<file path="src/hw/rtl/ntc_pkg.sv">
`timescale 1ns / 1ps

package ntc_pkg;

  localparam int unsigned CODE_W     = 12;
  localparam int unsigned MV_W       = 12;
  localparam int unsigned MV_MULT    = 825;
  localparam int unsigned MV_SHIFT   = 10;
  localparam int unsigned MV_PROD_W  = CODE_W + MV_SHIFT;
  localparam int unsigned TABLE_CAP  = 32;
  localparam int unsigned IDX_W      = $clog2(TABLE_CAP);
  localparam int unsigned REM_W      = 16;
  localparam int unsigned DEN_W      = 12;
  localparam int unsigned QUO_W      = 7;
  localparam int unsigned STEP_SCALE = 100;
  localparam int unsigned TEMP_W     = 16;
  localparam int unsigned STAT_W     = 2;
  localparam int          TEMP_BASE  = -400;

  localparam logic signed [TEMP_W-1:0] COLD_TEMP = 16'sh8001;
  localparam logic signed [TEMP_W-1:0] HOT_TEMP  = 16'sh7FFF;

  typedef enum logic [STAT_W-1:0] {
    STATUS_OK   = 2'd0,
    STATUS_COLD = 2'd1,
    STATUS_HOT  = 2'd2
  } ntc_status_e;

  typedef struct packed {
    ntc_status_e      status;
    logic [IDX_W-1:0] idx;
    logic [REM_W-1:0] rem;
    logic [DEN_W-1:0] den;
    logic [QUO_W-1:0] quo;
  } ntc_div_t;

  // divider voltage in mV, one point every 10 C from -40 C
  function automatic logic [MV_W-1:0] volt_mv(input logic [IDX_W-1:0] idx);
    logic [MV_W-1:0] v;
    case (idx)
      5'd0:    v = 12'd2863;
      5'd1:    v = 12'd2559;
      5'd2:    v = 12'd2160;
      5'd3:    v = 12'd1715;
      5'd4:    v = 12'd1287;
      5'd5:    v = 12'd926;
      5'd6:    v = 12'd649;
      5'd7:    v = 12'd450;
      5'd8:    v = 12'd311;
      5'd9:    v = 12'd218;
      5'd10:   v = 12'd153;
      5'd11:   v = 12'd109;
      5'd12:   v = 12'd79;
      5'd13:   v = 12'd58;
      5'd14:   v = 12'd43;
      5'd15:   v = 12'd32;
      5'd16:   v = 12'd25;
      5'd17:   v = 12'd19;
      5'd18:   v = 12'd15;
      5'd19:   v = 12'd12;
      default: v = '0;
    endcase
    return v;
  endfunction

endpackage

</file>
<file path="src/hw/rtl/ntc_front.sv">
`timescale 1ns / 1ps

module ntc_front #(
  parameter int unsigned TABLE_POINTS = 20
) (
  input  logic                             clk_i,
  input  logic                             rst_ni,
  input  logic                             in_valid_i,
  output logic                             in_ready_o,
  input  logic [ntc_pkg::CODE_W-1:0]       in_code_i,
  output logic                             out_valid_o,
  input  logic                             out_ready_i,
  output ntc_pkg::ntc_div_t                out_data_o
);

  localparam int unsigned IDX_W = ntc_pkg::IDX_W;
  localparam int unsigned MV_W  = ntc_pkg::MV_W;

  logic v1_q, v2_q, v3_q;
  logic rdy1, rdy2, rdy3;

  logic [ntc_pkg::MV_PROD_W-1:0] prod;
  logic [MV_W-1:0]               mv_q;

  logic [IDX_W-1:0]      sel;
  ntc_pkg::ntc_status_e  status_d;
  ntc_pkg::ntc_status_e  status_q;
  logic [IDX_W-1:0]      idx_q;
  logic [MV_W-1:0]       hi_q, lo_q, mv2_q;

  ntc_pkg::ntc_div_t     data_d, data_q;

  assign rdy3       = !v3_q || out_ready_i;
  assign rdy2       = !v2_q || rdy3;
  assign rdy1       = !v1_q || rdy2;
  assign in_ready_o = rdy1;

  always_ff @(posedge clk_i or negedge rst_ni) begin
    if (!rst_ni) begin
      v1_q <= 1'b0;
      v2_q <= 1'b0;
      v3_q <= 1'b0;
    end else begin
      if (rdy1) v1_q <= in_valid_i;
      if (rdy2) v2_q <= v1_q;
      if (rdy3) v3_q <= v2_q;
    end
  end

  // stage 1: code to mV
  assign prod = ntc_pkg::MV_PROD_W'(in_code_i) * ntc_pkg::MV_PROD_W'(ntc_pkg::MV_MULT);

  // stage 2: bracket search, first point below mV
  always_comb begin
    sel = IDX_W'(TABLE_POINTS - 1);
    for (int j = int'(TABLE_POINTS) - 2; j >= 1; j--) begin
      if (ntc_pkg::volt_mv(IDX_W'(j)) < mv_q) sel = IDX_W'(j);
    end
    if (mv_q >= ntc_pkg::volt_mv('0)) begin
      status_d = ntc_pkg::STATUS_COLD;
    end else if (mv_q <= ntc_pkg::volt_mv(IDX_W'(TABLE_POINTS - 1))) begin
      status_d = ntc_pkg::STATUS_HOT;
    end else begin
      status_d = ntc_pkg::STATUS_OK;
    end
  end

  // stage 3: numerator and denominator
  always_comb begin
    data_d.status = status_q;
    data_d.idx    = idx_q;
    data_d.rem    = ntc_pkg::REM_W'((hi_q - mv2_q) * ntc_pkg::STEP_SCALE);
    data_d.den    = ntc_pkg::DEN_W'(hi_q - lo_q);
    data_d.quo    = '0;
  end

  always_ff @(posedge clk_i) begin
    if (rdy1 && in_valid_i) mv_q <= prod[ntc_pkg::MV_PROD_W-1 -: MV_W];
    if (rdy2 && v1_q) begin
      status_q <= status_d;
      idx_q    <= sel - IDX_W'(1);
      hi_q     <= ntc_pkg::volt_mv(sel - IDX_W'(1));
      lo_q     <= ntc_pkg::volt_mv(sel);
      mv2_q    <= mv_q;
    end
    if (rdy3 && v2_q) data_q <= data_d;
  end

  assign out_valid_o = v3_q;
  assign out_data_o  = data_q;

endmodule

</file>
<file path="src/hw/rtl/ntc_div_step.sv">
`timescale 1ns / 1ps

module ntc_div_step #(
  parameter int unsigned SHIFT = 0
) (
  input  logic              clk_i,
  input  logic              rst_ni,
  input  logic              in_valid_i,
  output logic              in_ready_o,
  input  ntc_pkg::ntc_div_t in_data_i,
  output logic              out_valid_o,
  input  logic              out_ready_i,
  output ntc_pkg::ntc_div_t out_data_o
);

  localparam int unsigned CMP_W = ntc_pkg::DEN_W + ntc_pkg::QUO_W;

  logic              valid_q;
  logic [CMP_W-1:0]  den_sh;
  logic [CMP_W-1:0]  rem_ext;
  ntc_pkg::ntc_div_t data_d, data_q;

  assign in_ready_o = !valid_q || out_ready_i;

  // one restoring quotient bit
  always_comb begin
    den_sh  = CMP_W'(in_data_i.den) << SHIFT;
    rem_ext = CMP_W'(in_data_i.rem);
    data_d  = in_data_i;
    if (rem_ext >= den_sh) begin
      data_d.rem        = ntc_pkg::REM_W'(rem_ext - den_sh);
      data_d.quo[SHIFT] = 1'b1;
    end
  end

  always_ff @(posedge clk_i or negedge rst_ni) begin
    if (!rst_ni) begin
      valid_q <= 1'b0;
    end else if (in_ready_o) begin
      valid_q <= in_valid_i;
    end
  end

  always_ff @(posedge clk_i) begin
    if (in_ready_o && in_valid_i) data_q <= data_d;
  end

  assign out_valid_o = valid_q;
  assign out_data_o  = data_q;

endmodule

</file>
<file path="src/hw/rtl/ntc_adc_to_celsius_interp.sv">
`timescale 1ns / 1ps

// Converts a 12-bit thermistor ADC code to temperature in tenths of a degree C by
// linear interpolation over a descending 10-degree voltage table (-40 C to 150 C).
// One code is accepted every cycle unless the output stalls. From input transfer to
// result, one stage scales the code to mV, one searches the table, one forms the
// interpolation numerator, seven stages of a restoring divider yield one quotient
// bit each, and one output register follows. Readings above the table come out as
// -32767 with tuser cold, below it as 32767 with tuser hot. TABLE_POINTS (2 to 32)
// sets how many table points are used; points past the twentieth read as 0 mV.

module ntc_adc_to_celsius_interp #(
  parameter int unsigned TABLE_POINTS = 20
) (
  input  logic        clk_i,
  input  logic        rst_ni,
  input  logic        s_axis_tvalid,
  output logic        s_axis_tready,
  input  logic [15:0] s_axis_tdata,  // [11:0] adc_code
  output logic        m_axis_tvalid,
  input  logic        m_axis_tready,
  output logic [15:0] m_axis_tdata,  // [15:0] temperature_tenths
  output logic [1:0]  m_axis_tuser   // [1:0] range_status
);

  localparam int unsigned QUO_W  = ntc_pkg::QUO_W;
  localparam int unsigned TEMP_W = ntc_pkg::TEMP_W;

  logic              div_valid [QUO_W+1];
  logic              div_ready [QUO_W+1];
  ntc_pkg::ntc_div_t div_data  [QUO_W+1];

  logic                     out_valid_q;
  logic                     last_ready;
  logic signed [TEMP_W-1:0] temp_d, temp_q;
  ntc_pkg::ntc_status_e     status_q;

  ntc_front #(
    .TABLE_POINTS (TABLE_POINTS)
  ) u_front (
    .clk_i       (clk_i),
    .rst_ni      (rst_ni),
    .in_valid_i  (s_axis_tvalid),
    .in_ready_o  (s_axis_tready),
    .in_code_i   (s_axis_tdata[ntc_pkg::CODE_W-1:0]),
    .out_valid_o (div_valid[0]),
    .out_ready_i (div_ready[0]),
    .out_data_o  (div_data[0])
  );

  for (genvar s = 0; s < QUO_W; s++) begin : g_div
    ntc_div_step #(
      .SHIFT (QUO_W - 1 - s)
    ) u_step (
      .clk_i       (clk_i),
      .rst_ni      (rst_ni),
      .in_valid_i  (div_valid[s]),
      .in_ready_o  (div_ready[s]),
      .in_data_i   (div_data[s]),
      .out_valid_o (div_valid[s+1]),
      .out_ready_i (div_ready[s+1]),
      .out_data_o  (div_data[s+1])
    );
  end

  assign last_ready        = !out_valid_q || m_axis_tready;
  assign div_ready[QUO_W]  = last_ready;

  always_comb begin
    unique case (div_data[QUO_W].status)
      ntc_pkg::STATUS_COLD: temp_d = ntc_pkg::COLD_TEMP;
      ntc_pkg::STATUS_HOT:  temp_d = ntc_pkg::HOT_TEMP;
      default: begin
        temp_d = TEMP_W'(ntc_pkg::TEMP_BASE)
               + TEMP_W'(div_data[QUO_W].idx * ntc_pkg::STEP_SCALE)
               + TEMP_W'(div_data[QUO_W].quo);
      end
    endcase
  end

  always_ff @(posedge clk_i or negedge rst_ni) begin
    if (!rst_ni) begin
      out_valid_q <= 1'b0;
    end else if (last_ready) begin
      out_valid_q <= div_valid[QUO_W];
    end
  end

  always_ff @(posedge clk_i) begin
    if (last_ready && div_valid[QUO_W]) begin
      temp_q   <= temp_d;
      status_q <= div_data[QUO_W].status;
    end
  end

  assign m_axis_tvalid = out_valid_q;
  assign m_axis_tdata  = temp_q;
  assign m_axis_tuser  = status_q;

`ifndef SYNTHESIS
  a_empty_accepts : assert property (@(posedge clk_i) disable iff (!rst_ni)
    !m_axis_tvalid |-> s_axis_tready)
    else $error("input stalled with empty output stage");

  a_rem_below_den : assert property (@(posedge clk_i) disable iff (!rst_ni)
    (div_valid[QUO_W] && div_data[QUO_W].status == ntc_pkg::STATUS_OK)
      |-> (div_data[QUO_W].rem < ntc_pkg::REM_W'(div_data[QUO_W].den)))
    else $error("divider remainder not below divisor");

  a_quo_range : assert property (@(posedge clk_i) disable iff (!rst_ni)
    (div_valid[QUO_W] && div_data[QUO_W].status == ntc_pkg::STATUS_OK)
      |-> (div_data[QUO_W].quo < ntc_pkg::QUO_W'(ntc_pkg::STEP_SCALE)))
    else $error("interpolation step out of range");

  a_temp_range : assert property (@(posedge clk_i) disable iff (!rst_ni)
    (m_axis_tvalid && m_axis_tuser == ntc_pkg::STATUS_OK)
      |-> ($signed(m_axis_tdata) >= -16'sd400 && $signed(m_axis_tdata) <= 16'sd2699))
    else $error("in-range temperature outside table span");

  a_cold_code : assert property (@(posedge clk_i) disable iff (!rst_ni)
    (m_axis_tvalid && m_axis_tuser == ntc_pkg::STATUS_COLD)
      |-> (m_axis_tdata == ntc_pkg::COLD_TEMP))
    else $error("cold status with wrong code");
`endif

endmodule
</file>
<file path="config.mk">
export PLATFORM = sky130hd
export DESIGN_NAME = ntc_adc_to_celsius_interp
export DESIGN_NICKNAME = d
export VERILOG_FILES = /design/src/hw/rtl/ntc_pkg.sv /design/src/hw/rtl/ntc_front.sv /design/src/hw/rtl/ntc_div_step.sv /design/src/hw/rtl/ntc_adc_to_celsius_interp.sv
export SDC_FILE = /design/constraint.sdc
export NUM_CORES = 1
export LEC_CHECK = 0
export BUFFER_PORTS_ARGS = -buffer_cell sky130_fd_sc_hd__buf_4
export CAP_MARGIN = 0
export CORE_MARGIN = 2
export CORE_UTILIZATION = 50
export DETAILED_ROUTE_END_ITERATION = 8
export PLACE_DENSITY = 0.66
export SETUP_SLACK_MARGIN = 0.4
export SLEW_MARGIN = 20
export SYNTH_ARGS = -nofsm -noshare
export SYNTH_HDL_FRONTEND = slang
export SYNTH_SLANG_ARGS = --single-unit
</file>
<file path="constraint.sdc">
create_clock -name clk_i -period 12.33 [get_ports clk_i]
set_input_delay 2.466 -clock clk_i [delete_from_list [all_inputs] [get_ports clk_i]]
set_output_delay 2.466 -clock clk_i [all_outputs]
set_load 0.005 [all_outputs]
</file>
==> results of run 1 <==
-- state kept, by name (all words and copies together), names as in the netlist, 2 cells and up --
name,count
g_div.u_step.out_data_o,234
u_front.out_data_o,33
m_axis_tdata,16
u_front.hi_q,12
u_front.lo_q,12
u_front.mv2_q,12
u_front.mv_q,12
g_div.u_step.out_valid_o,7
u_front.idx_q,5
m_axis_tuser,2
u_front.status_q,2
-- worst max-delay path, cell delays in order --
cell and delay, ns:
buf_4 0.12, ha_1 0.30, inv_1 0.07, fa_1 0.52, fa_1 0.56, inv_1 0.06
fa_1 0.56, fa_1 0.43, ha_1 0.35, a21oi_1 0.18, a2bb2oi_1 0.27, a31oi_1 0.20
a41o_1 0.33, or4_1 0.44, a31oi_1 0.22, xnor2_1 0.09
-- per-stage QoR --
step                hold WS (ns)  cell area, µm²  worst slack [ns]  util, %  cells
floorplan                 0.4003           21330             5.408        -   1847
global placement          0.4007           22230             5.007    52.87   2399
detailed placement        0.4045           22230             4.863    52.88   2399
CTS                       0.4102           23530             5.454    55.96   2470
global route              0.4157           23530             5.161    55.96   2470
finish                    0.4111           23530             5.454    55.96   2470
-- synth_stat cells, drive strengths merged (15+ instances only) --
library cell  instances  area, µm²
edfxtp              340      10210
nor2                 94      352.8
ha                  242       3028
a211oi               16      120.1
o21a                 17      128.9
nor2b                35      219.0
mux2                 33      371.6
nand2               129      484.2
a21o                 29      217.7
or2                  15      93.84
fa                   48      960.9
xor2                 34      297.8
a31oi                15      93.84
xnor2                66      596.8
nand2b               19      118.9
a21oi                76      380.4
o21ai                91      470.5
nand4                16      100.1
nor3                 40      200.2
nand3                24      120.1
inv                 261      979.7
clkbuf               20      75.07
-- cell type report --
| class | instances | area [µm²] |
|---|---|---|
| Fill cell | 3532 | 18510 |
| Sequential cell | 351 | 10490 |
| Multi-Input combinational cell | 1201 | 9742 |
| Clock buffer | 55 | 1087 |
| Inverter | 263 | 992.2 |
| Tap cell | 539 | 674.4 |
| Timing Repair Buffer | 45 | 337.8 |
| Clock inverter | 16 | 207.7 |
-- worst paths after layout --
check                                          startpoint                              to  slack (ns)  depth (start not counted)
setup / recovery                          s_axis_tdata[2]                u_front.mv_q[11]        5.45                         16
hold / removal             g_div[1].u_step.out_data_o[36]  g_div[2].u_step.out_data_o[36]        0.41                          0
hold reg to reg            g_div[1].u_step.out_data_o[36]  g_div[2].u_step.out_data_o[36]        0.41                          0
max in group asynchronous                          rst_ni                    u_front.v1_q       10.45                          1
setup reg to reg                          u_front.mv_q[5]                 u_front.hi_q[2]        6.44                         13
min in group asynchronous                          rst_ni             u_front.out_valid_o        1.72                          1
-- kinds of logic (layout without fill, tap and decap cells) --
kind of cell	count (synthesis)	after routing
AO/OA/AOI/OAI	342	342
XOR/XNOR	101	101
adder cells (fa/ha/maj)	290	290
buffers and inverters	295	379
flip-flops	351	351
multiplexers	44	44
AND/OR/NAND/NOR	424	424
-- routing by layer --
layer | track usage (%) | share of wire [%]
met4 | 7.091 | 3.0
met1 | 21.52 | 42
met3 | 3.218 | 4.6
met5 | 0 | 0
met2 | 32.38 | 51
==> impl_metrics.env, run 1 <==
export IMPL_die_w_um=210.6
export IMPL_setup_viol_count_final=0
export IMPL_tritoncts="built"
export IMPL_gp_congestion=0.8857
export IMPL_hold_violations=0
export IMPL_synthAdderAreaFrac_pct=18.70
export IMPL_syn_to_final_growth_pct=10.27
export IMPL_routedWlPerCell_um=15.72
export IMPL_initial_core_util_pct=50.75
export IMPL_clock_skew_ns=0.02369
export IMPL_grt_usage_pct=18.05
export IMPL_crit_required_ns=12.63
export IMPL_outcome="finished clean"
export IMPL_coreArea_um2=42040
export IMPL_cts_buffers=40
export IMPL_drv_cap=0
export IMPL_clock_latency_ns=0.56
export IMPL_drive_gt1_share_pct=8.959
export IMPL_synth_net_count=2157
export IMPL_worstMarginPinSlew_ns=1.028
export IMPL_synth_compound_gate_area_share_pct=10.68
export IMPL_critical_path_class="primary input to flip-flop"
export IMPL_vias=13380
export IMPL_nNetsFinal=2212
export IMPL_drt_first_pass_iters=6
export IMPL_die_y_um=210.6
export IMPL_endpoint_kind="flip-flop"
export IMPL_grt_start_max_net_pins=44
export IMPL_synth_edf_count=340
export IMPL_via_per_inst=5.416
export IMPL_synth_top_family_by_area="adder cells"
export IMPL_ys_types=80
export IMPL_wl_um=38820
export IMPL_clockBufferDepth=3
export IMPL_clk_pin_slew_worst_paths_ns=0.06
export IMPL_synth_seq_cells=351
export IMPL_io_pins=40
export IMPL_start_kind="primary input"
export IMPL_timing_final_crit_share_pct=55.76
export IMPL_portBuffers=35
export IMPL_core_rowCount=75
export IMPL_relSlewSlack_pct=31.45
export IMPL_grt_overflow_total=0
export IMPL_synth_xor_area_share_pct=4.299
export IMPL_synth_simple_gate_area_share_pct=9.554
export IMPL_post_cts_buffers=0
export IMPL_grt_pass1_vias=13590
export IMPL_layout_common_cells="340 x edfxtp_1, 261 x inv_1, 242 x ha_1"
export IMPL_slew_violations=0
export IMPL_async_flop_share_pct=3.134
export IMPL_mostFrequentLayoutCell="edfxtp_1"
export IMPL_synthFlopType="edfxtp_1"
export IMPL_cts_resized_gates=0
export IMPL_synth_area_um2=21330
export IMPL_synthMuxAreaShare_pct=2.258
export IMPL_grt_setup_unrepaired="no"
export IMPL_die_area_um2=44340
export IMPL_grt_pass1_wl_um=64670
export IMPL_cp_arrival_ns=7.18
export IMPL_crit_path_max_fanout=4
export IMPL_cts_root_buf="clkbuf_16"
export IMPL_fin_setup_tns_ns=0
export IMPL_htreeDepth=2
export IMPL_postSynthAreaPerCell_um2=11.55
export IMPL_hpwl_um=30030
export IMPL_ys_warn_count=0
export IMPL_ant_nets=0
export IMPL_synthCells=1847
export IMPL_clock_sinks=351
export IMPL_fmax_ghz=0.1454
export IMPL_drc=0
export IMPL_cts_hold_buf=0
export IMPL_min_path_type="flip-flop to flip-flop"
export IMPL_seq_area_frac_synth_pct=49.15
export IMPL_drt_iter0_markers=853
export IMPL_antenna_found_initial=1
export IMPL_min_period_ns=6.876
export IMPL_n_antenna_cell=0
Power of run 1 is not shown: default switching activity piles up to over one toggle a cycle in this logic, so the estimate is an artifact.
==> run 2: changes to the inputs <==
ABC_AREA = 1   (was default)
clock period = 6.75 ns   (was 12.33 ns; I/O delays follow)
==> impl_metrics.env, run 2 <==
export IMPL_outcome="finished clean"
export IMPL_io_pins=40
export IMPL_layout_common_cells="377 x inv_1, 340 x edfxtp_1, 242 x ha_1"
export IMPL_htreeDepth=2
export IMPL_worstReg2RegStart="u_front.hi_q[2]"
export IMPL_grt_setup_unrepaired="no"
export IMPL_portBuffers=35
export IMPL_crit_path_max_fanout=3
export IMPL_clock_sinks=351
export IMPL_stdcell_count=2583
export IMPL_place_inst=2513
export IMPL_clk_pin_slew_worst_paths_ns=0.06
export IMPL_clockBufferDepth=3
export IMPL_wl_um=37190
export IMPL_via_per_inst=5.125
export IMPL_drc=0
export IMPL_cts_resized_gates=0
export IMPL_ys_warn_count=0
export IMPL_start_kind="primary input"
export IMPL_grt_start_max_net_pins=44
export IMPL_grt_usage_pct=17.84
export IMPL_nNetsFinal=2333
export IMPL_drive_gt1_share_pct=7.606
export IMPL_synth_top_area_share_pct=48.96
export IMPL_n_antenna_cell=0
export IMPL_fmax_ghz=0.1844
export IMPL_cts_buffers=40
export IMPL_rr_worst_depth=23
export IMPL_crit_required_ns=7.04
export IMPL_hold_violations=0
export IMPL_mostFrequentLayoutCell="inv_1"
export IMPL_setup_viol_count_final=0
export IMPL_synth_edf_count=340
export IMPL_post_cts_buffers=0
export IMPL_async_flop_share_pct=3.134
export IMPL_routedWlPerCell_um=14.40
export IMPL_yosys_area_top_type="edfxtp_1"
export IMPL_ys_types=54
export IMPL_fillers=3460
export IMPL_synth_area_um2=20850
export IMPL_die_area_um2=43360
export IMPL_antenna_found_initial=0
export IMPL_timing_rr_end="u_front.out_data_o[34]"
export IMPL_endpoint_kind="flip-flop"
export IMPL_die_w_um=208.2
export IMPL_synth_commonest_cells="377 x inv_1, 340 x edfxtp_1, 242 x ha_1, 227 x nand2_1, 156 x a21oi_1"
export IMPL_cts_root_buf="clkbuf_16"
export IMPL_vias=13240
export IMPL_min_to="g_div[1].u_step.out_data_o[35]"
export IMPL_cts_hold_buf=0
export IMPL_reg2reg_slack_ns=2.02
export IMPL_die_y_um=208.2
export IMPL_initial_core_util_pct=50.84
export IMPL_min_delay_path_depth=0
export IMPL_postSynthAreaPerCell_um2=10.67
export IMPL_final_util_pct=56.46
export IMPL_largest_reg_flops=234
export IMPL_drt_first_pass_iters=5
export IMPL_drt_iter0_markers=573
export IMPL_drv_cap=0
export IMPL_core_rowCount=74
export IMPL_synth_seq_cells=351
export IMPL_ant_nets=0
export IMPL_synthTopCellsByArea="edfxtp_1 49%, ha_1 15%, inv_1 6.8%"
export IMPL_clock_latency_ns=0.56
export IMPL_worstMarginPinSlew_ns=1.006
export IMPL_seq_area_frac_synth_pct=50.28
export IMPL_hold_path_startpoint="g_div[0].u_step.out_data_o[35]"
export IMPL_fin_setup_tns_ns=0
export IMPL_grt_pass1_vias=13650
export IMPL_grt_overflow_total=0
export IMPL_min_path_type="flip-flop to flip-flop"
export IMPL_grt_pass1_wl_um=63360
export IMPL_hpwl_um=29260
export IMPL_yosysMostFrequentCell="inv_1"
export IMPL_relSlewSlack_pct=32.71
export IMPL_critical_path_class="primary input to flip-flop"
export IMPL_gp_congestion=0.8939
export IMPL_synthFlopType="edfxtp_1"
export IMPL_slew_violations=0
export IMPL_synthCells=1954
export IMPL_timing_final_crit_share_pct=80.34
export IMPL_coreArea_um2=41020
export IMPL_clock_skew_ns=0.02983
export IMPL_tritoncts="built"
export IMPL_synth_net_count=2264
export IMPL_min_period_ns=5.423
export IMPL_cp_arrival_ns=5.71
export IMPL_syn_to_final_growth_pct=11.05
[run 2: stage by stage]
stage | setup WS, ns | hold slack (ns) | cell area [µm²]
detailed placement | 0.7480 | 0.4045 | 21800
global placement | 0.7587 | 0.4006 | 21800
finish | 1.327 | 0.4003 | 23160
floorplan | 1.220 | 0.4003 | 20850
global route | 1.011 | 0.4099 | 23160
CTS | 1.315 | 0.3982 | 23160
[run 2: worst max path at each step]
stage / depth (start not counted) / endpoint / slack (ns) / startpoint
after floorplan: 18 / u_front.mv_q[11] / 1.22 / s_axis_tdata[1]
after global placement: 19 / u_front.mv_q[11] / 0.76 / s_axis_tdata[2]
after detailed placement: 19 / u_front.mv_q[11] / 0.75 / s_axis_tdata[2]
after CTS: 19 / u_front.mv_q[11] / 1.32 / s_axis_tdata[2]
after global routing: 19 / u_front.mv_q[11] / 1.01 / s_axis_tdata[2]
final: 19 / u_front.mv_q[11] / 1.33 / s_axis_tdata[2]
[run 2: cell type report]
type                    instances  area, µm²  share of cell area [%]
flip-flops and latches        351      10490                   45.28
multi-input cells            1197       8852                   38.22
inverters                     388       1459                   6.300
clock buffers                  49       1035                   4.468
well taps                     532      665.6                   2.874
repair buffers                 45      337.8                   1.459
clock inverters                21      324.1                   1.399
[run 2: layer usage]
layer	up-vias	routed length, µm	GRT usage (%)
met5	-	0	0
met4	0	1404	7.517
met3	87	1392	2.460
met2	231	19310	33.39
met1	6189	15080	20.32
li1	6730	-	-
[run 2: cell families (layout without fill, tap and decap cells)]
family	Yosys count	count (layout)	synth area share, %
multiplexers	1	1	0.05400
flip-flops	351	351	50.28
adder cells (fa/ha/maj)	290	290	19.13
buffers and inverters	406	503	7.392
AND/OR/NAND/NOR	486	486	10.23
AO/OA/AOI/OAI	312	312	8.382
XOR/XNOR	108	108	4.536
[run 2: critical path, stage by stage]
cell	delay [ns]
buf_4	0.13
ha_1	0.31
inv_1	0.07
fa_1	0.50
fa_1	0.54
inv_1	0.06
fa_1	0.56
fa_1	0.42
ha_1	0.35
a21oi_1	0.20
nor2_1	0.06
nor2_1	0.09
o211ai_1	0.13
a21oi_1	0.28
o21ai_0	0.22
nand4_1	0.12
nand2_1	0.09
a21oi_1	0.17
xor2_1	0.08
Power of run 2 is left out for the same reason.
